===== config.mk =====
export PLATFORM = sky130hd
export DESIGN_NAME = grsp_occ_map
export DESIGN_NICKNAME = d
export VERILOG_FILES = /design/src/rtl/grsp_pkg.sv /design/src/rtl/grsp_occ_map.sv
export SDC_FILE = /design/constraint.sdc
export NUM_CORES = 1
export LEC_CHECK = 0
export ABC_AREA = 1
export ABC_CLOCK_PERIOD_IN_PS = 10400
export BUFFER_PORTS_ARGS = -buffer_cell sky130_fd_sc_hd__buf_4
export CORE_MARGIN = 1
export CORE_UTILIZATION = 38
export CTS_BUF_LIST = sky130_fd_sc_hd__clkbuf_8 sky130_fd_sc_hd__clkbuf_16
export DETAILED_ROUTE_END_ITERATION = 8
export PLACE_DENSITY = 0.64
export SKIP_CTS_REPAIR_TIMING = 1
export SYNTH_ARGS = -nofsm -noshare
export SYNTH_HDL_FRONTEND = slang
export SYNTH_SLANG_ARGS = --single-unit

===== constraint.sdc =====
create_clock -name i_clk -period 10.4 [get_ports i_clk]
set_input_delay 2.08 -clock i_clk [delete_from_list [all_inputs] [get_ports i_clk]]
set_output_delay 2.08 -clock i_clk [all_outputs]
set_load 0.05 [all_outputs]

===== src/rtl/grsp_pkg.sv =====
`timescale 1ns / 1ps

package grsp_pkg;

    // width of one occupancy word and of a bit index inside it
    localparam int OCC_BITS  = 64;
    localparam int OCC_BIT_W = 6;

    typedef enum logic [1:0] {
        REQ_ADD        = 2'd0,
        REQ_LOOKUP     = 2'd1,
        REQ_RELEASE    = 2'd2,
        REQ_TRANSITION = 2'd3
    } t_req_type;

    typedef enum logic [1:0] {
        ST_OK       = 2'd0,
        ST_FULL     = 2'd1,
        ST_INVALID  = 2'd2,
        ST_NULL_TAG = 2'd3
    } t_status;

    typedef struct packed {
        t_req_type   req_type;
        logic [8:0]  handle_slot;
        logic [31:0] handle_generation;
        logic [63:0] object_tag;
        logic [31:0] state_value;
        logic [7:0]  format_code;
        logic [15:0] remaining_refs;
    } t_req;

    typedef struct packed {
        t_status     status;
        logic [8:0]  out_slot;
        logic [31:0] out_generation;
        logic [63:0] out_tag;
        logic [31:0] state_before;
        logic [31:0] state_after;
        logic [7:0]  out_format;
        logic        barrier_needed;
        logic        slot_freed;
    } t_rsp;

    typedef struct packed {
        logic [63:0] tag;
        logic [31:0] state;
        logic [7:0]  format;
        logic [31:0] generation;
    } t_entry;

endpackage


===== src/rtl/grsp_occ_map.sv =====
`timescale 1ns / 1ps

// occupancy bitmap in words, with one full flag per word for the free search
module grsp_occ_map #(
    parameter int NUM_SLOTS = 256,
    parameter int NUM_WORDS = 4,
    parameter int WORD_W    = 2
) (
    input  logic                               i_clk,
    input  logic                               i_rst_n,
    input  logic                               i_rd_en,
    input  logic [WORD_W-1:0]                  i_rd_addr,
    output logic [grsp_pkg::OCC_BITS-1:0]      o_rd_data,
    output logic [grsp_pkg::OCC_BIT_W-1:0]     o_free_bit,
    output logic [WORD_W-1:0]                  o_free_word,
    output logic                               o_pool_full,
    input  logic                               i_wr_en,
    input  logic [WORD_W-1:0]                  i_wr_addr,
    input  logic [grsp_pkg::OCC_BITS-1:0]      i_wr_data
);

    logic [grsp_pkg::OCC_BITS-1:0] mem [NUM_WORDS];
    logic [grsp_pkg::OCC_BITS-1:0] r_rd_data;
    logic [WORD_W-1:0]             r_rd_addr;
    logic [NUM_WORDS-1:0]          r_full;
    logic [grsp_pkg::OCC_BITS-1:0] rd_busy;

    // bits past the last slot count as taken
    function automatic logic [grsp_pkg::OCC_BITS-1:0] pad_mask(input logic [WORD_W-1:0] w);
        logic [grsp_pkg::OCC_BITS-1:0] m;
        int                            base;
        base = int'(w) * grsp_pkg::OCC_BITS;
        for (int b = 0; b < grsp_pkg::OCC_BITS; b++) begin
            m[b] = (base + b) >= NUM_SLOTS;
        end
        return m;
    endfunction

    always_ff @(posedge i_clk) begin
        if (i_wr_en) begin
            mem[i_wr_addr] <= i_wr_data;
        end
        if (i_rd_en) begin
            r_rd_data <= mem[i_rd_addr];
            r_rd_addr <= i_rd_addr;
        end
    end

    always_ff @(posedge i_clk) begin
        if (!i_rst_n) begin
            r_full <= '0;
        end else if (i_wr_en) begin
            r_full[i_wr_addr] <= &(i_wr_data | pad_mask(i_wr_addr));
        end
    end

    assign rd_busy = r_rd_data | pad_mask(r_rd_addr);

    // lowest clear bit of the word just read
    always_comb begin
        o_free_bit = '0;
        for (int b = grsp_pkg::OCC_BITS - 1; b >= 0; b--) begin
            if (!rd_busy[b]) begin
                o_free_bit = grsp_pkg::OCC_BIT_W'(b);
            end
        end
    end

    // lowest word that still has room
    always_comb begin
        o_free_word = '0;
        for (int i = NUM_WORDS - 1; i >= 0; i--) begin
            if (!r_full[i]) begin
                o_free_word = WORD_W'(i);
            end
        end
    end

    assign o_pool_full = &r_full;
    assign o_rd_data   = r_rd_data;

endmodule


==> impl_metrics.py <==
metrics = {
    "worst_hold_path": {
        "hold_path.class": "flop to flop",
    },
    "final_layout": {
        "fin_nets": 1118,
        "regArea_um2": 9690,
        "post_route_cells_drive_above_1_share_pct": 19.5,
        "filler_cell_count": 2782,
        "final-instance-count-excl-fill": 1471,
        "area_of_combinational_cells_with_multiple_inputs_um2": 2440,
        "post-route-cell-area_um2": 14900,
        "num_antenna_cells": 0,
        "synthToLayoutAreaGrowth_pct": 21.2,
    },
    "sta": {
        "finalSetupTns_ns": 0,
        "slew-limit-headroom_pct": 31.9,
        "setup_viol": 0,
        "finalHoldViolations": 0,
        "worst_slew_pin_slew_ns": 1.02,
        "finalCritPeriodShare_pct": 64.0,
        "grt_setup_unrepaired": "false",
        "period_needed_ns": 6.65,
        "final-max-slew-violation-count": 0,
        "fmaxAchievable_ghz": 0.150,
        "final_critical_path_setup_slack_ns": 3.75,
        "finalClockSkew_ns": 0.00841,
    },
    "synthesis": {
        "synth.yosys.warnings": 0,
        "synth_async_sr_flop_share_pct": 0,
        "synth.cell_area_um2": 12300,
        "seq_area_frac_synth_pct": 78.7,
        "yosys.area.top_type": "sky130_fd_sc_hd__edfxtp_1",
        "synth_top_cell_area_share_pct": 78.1,
        "synth_area_leaders": "sky130_fd_sc_hd__edfxtp_1 78%, sky130_fd_sc_hd__o21ai_0 5.5%, sky130_fd_sc_hd__nor2_1 5.0%",
        "synth_cell_types": 24,
        "synth.net_count": 967,
        "synth-edff-count": 320,
        "number_of_cells_produced_by_synthesis": 895,
        "ys_seq_elements": 324,
        "postSynth.topFlopCell": "sky130_fd_sc_hd__edfxtp_1",
        "synthesis.area_per_instance_um2": 13.8,
    },
    "power_and_ir_drop": {
        "powerDensity_nw_per_um2": 198,
        "power.leakage_nw": 5.25,
        "peakVddDrop_v": 0.000101,
        "totalPowerFinal_w": 0.00296,
    },
    "status": {
        "status": "complete, no violations",
    },
    "global_routing": {
        "grt_max_degree": 93,
        "number_of_global_route_vias_before_repair": 7586,
        "grt_pass1_wl_um": 43400,
        "grt-ovfl-total": 0,
        "antenna_found_initial": 0,
        "grt_util_all_layers_pct": 17.2,
    },
    "clocking": {
        "htree_levels": 2,
        "cts.clk_slew.worst_paths_ns": 0.06,
        "cts_root_buf": "sky130_fd_sc_hd__clkbuf_16",
        "clk-insertion-delay-late_ns": 0.49,
        "clk_path_buf_depth": 3,
        "cts.sink_count": 324,
        "numCtsBuffers": 35,
        "tritoncts_clock_tree": "yes",
    },
    "drt": {
        "totalWireLength_um": 28400,
        "detail_route.vias_per_cell": 5.25,
        "number_of_nets_still_failing_antenna_checks_after_routing": 0,
        "first_iter_violations": 653,
        "residual_drc": 0,
        "vias": 7721,
        "wl_per_cell_um": 19.3,
        "dr.pass1.iters": 5,
    },
    "critical_path": {
        "endpoint_kind": "output port",
        "critical_path.max_fanout": 4,
        "crit_path_start_kind": "flop",
        "worst_path_most_repeated_cell": "sky130_fd_sc_hd__nand2_1",
        "critical_path.max_stage_delay_ns": 0.43,
        "worstPathArrival_ns": 4.57,
        "worst_path_max_delay_cell": "sky130_fd_sc_hd__edfxtp_1",
        "setup.worst_path.class": "flop to output port",
        "cp.required_ns": 8.32,
    },
    "floorplanning": {
        "dieArea_um2": 33100,
        "core.rowCount": 65,
        "fp.coreArea_um2": 31700,
        "fp.dieW_um": 182,
        "start_util_pct": 38.8,
        "design.portCount": 145,
        "fp.dieH_um": 182,
    },
    "place": {
        "detailedPlacementHpwl_um": 17200,
        "io_buffer_count": 144,
        "gp_routability_congestion": 0.727,
        "post_dp_cell_area_um2": 13800,
        "place_ws_ns": 4.19,
        "post-place-cells": 1411,
    },
    "flow_run": {
        "max_cap_viol_count": 0,
    },
}
kinds of logic (layout without fill, tap and decap cells):
family / Yosys count / count (layout) / synth area share, %
compound gates: 219 / 219 / 9.98
buf+inv: 53 / 227 / 1.62
flops: 324 / 324 / 78.7
simple gates: 299 / 299 / 9.69
metal layers:
layer | GRT usage, % | wire, um | vias up
li1 | - | - | 3651
met1 | 21.7 | 11900 | 3798
met2 | 29.3 | 13900 | 222
met3 | 4.09 | 1940 | 50
met4 | 5.68 | 693 | 0
met5 | 0 | 0 | -
state kept, by name (all words and copies together) (netlist names):
register   flops
mem          256
o_rd_data     64
r_full         4
cell usage in the layout, fill, tap and decap left out:
cell | synthesis | layout
sky130_fd_sc_hd__nor4_1 | 4 | 4
sky130_fd_sc_hd__nor3_1 | 5 | 1
sky130_fd_sc_hd__o21ai_0 | 135 | 135
sky130_fd_sc_hd__a21boi_0 | 2 | 2
sky130_fd_sc_hd__a211oi_1 | 1 | 1
sky130_fd_sc_hd__o21bai_1 | 1 | 1
sky130_fd_sc_hd__a31oi_1 | 4 | 4
sky130_fd_sc_hd__edfxtp_1 | 320 | 320
sky130_fd_sc_hd__a311oi_1 | 1 | 1
sky130_fd_sc_hd__nor2_1 | 163 | 163
sky130_fd_sc_hd__a21oi_1 | 3 | 3
sky130_fd_sc_hd__nor3_2 | 0 | 4
sky130_fd_sc_hd__nand3_1 | 5 | 5
sky130_fd_sc_hd__o22ai_1 | 64 | 64
sky130_fd_sc_hd__clkbuf_16 | 0 | 37
sky130_fd_sc_hd__inv_1 | 11 | 17
sky130_fd_sc_hd__clkinv_1 | 1 | 7
sky130_fd_sc_hd__o31ai_1 | 2 | 2
sky130_fd_sc_hd__a21oi_2 | 1 | 1
sky130_fd_sc_hd__bufinv_16 | 0 | 2
sky130_fd_sc_hd__clkinv_2 | 0 | 9
sky130_fd_sc_hd__buf_4 | 0 | 155
sky130_fd_sc_hd__nand4_1 | 19 | 19
sky130_fd_sc_hd__o311a_1 | 1 | 1
sky130_fd_sc_hd__nand2_1 | 103 | 103
sky130_fd_sc_hd__o211a_1 | 4 | 4
sky130_fd_sc_hd__dfxtp_1 | 4 | 4
cells in the mapped netlist (3+ instances only):
library cell and instances:
sky130_fd_sc_hd__nand3_1 5, sky130_fd_sc_hd__edfxtp_1 320, sky130_fd_sc_hd__a21oi_1 3, sky130_fd_sc_hd__nand4_1 19, sky130_fd_sc_hd__o22ai_1 64, sky130_fd_sc_hd__o21ai_0 135, sky130_fd_sc_hd__nor4_1 4, sky130_fd_sc_hd__nand2_1 103
sky130_fd_sc_hd__a31oi_1 4, sky130_fd_sc_hd__nor2_1 163, sky130_fd_sc_hd__dfxtp_1 4, sky130_fd_sc_hd__clkbuf_1 39, sky130_fd_sc_hd__nor3_1 5, sky130_fd_sc_hd__inv_1 11, sky130_fd_sc_hd__o211a_1 4
cell type report:
class                           instances  area share (%)
Tap cell                              402            3.37
Clock inverter                         23           0.998
Multi-Input combinational cell        518            16.4
Clock buffer                           37            6.21
Timing Repair Buffer                  155            7.80
Sequential cell                       324            64.9
Inverter                               12           0.310
worst paths after layout:
check | from | end | slack, ns | cells after the start
worst max-delay path | o_rd_data[63] | o_free_bit[0] | 3.75 | 64
worst min register to register | r_full[0] | r_full[0] | 0.53 | 1
worst min-delay path | r_full[0] | r_full[0] | 0.53 | 1
worst max register to register | mem[1][21] | o_rd_data[21] | 9.44 | 2
per-stage QoR:
stage | hold WS [ns] | util, %
global placement | 0.504 | 43.6
detailed placement | 0.508 | 43.6
CTS | 0.530 | 47.0
global route | 0.563 | 47.0
finish | 0.529 | 47.0
floorplan | 0.487 | -
power by group:
part / switching (W) / internal (W)
Sequential: 0.0000307 / 0.00152
Clock: 0.000466 / 0.000688
Combinational: 0.000183 / 0.0000761
critical path, delay by kind of cell, from the launching register on:
family / cells / cell delay, ns
flip-flops: 1 / 0.43
buffers and inverters: 2 / 0.29
AND/OR/NAND/NOR: 61 / 3.22
AO/OA/AOI/OAI: 1 / 0.11
(Power assumes the default switching activity.)
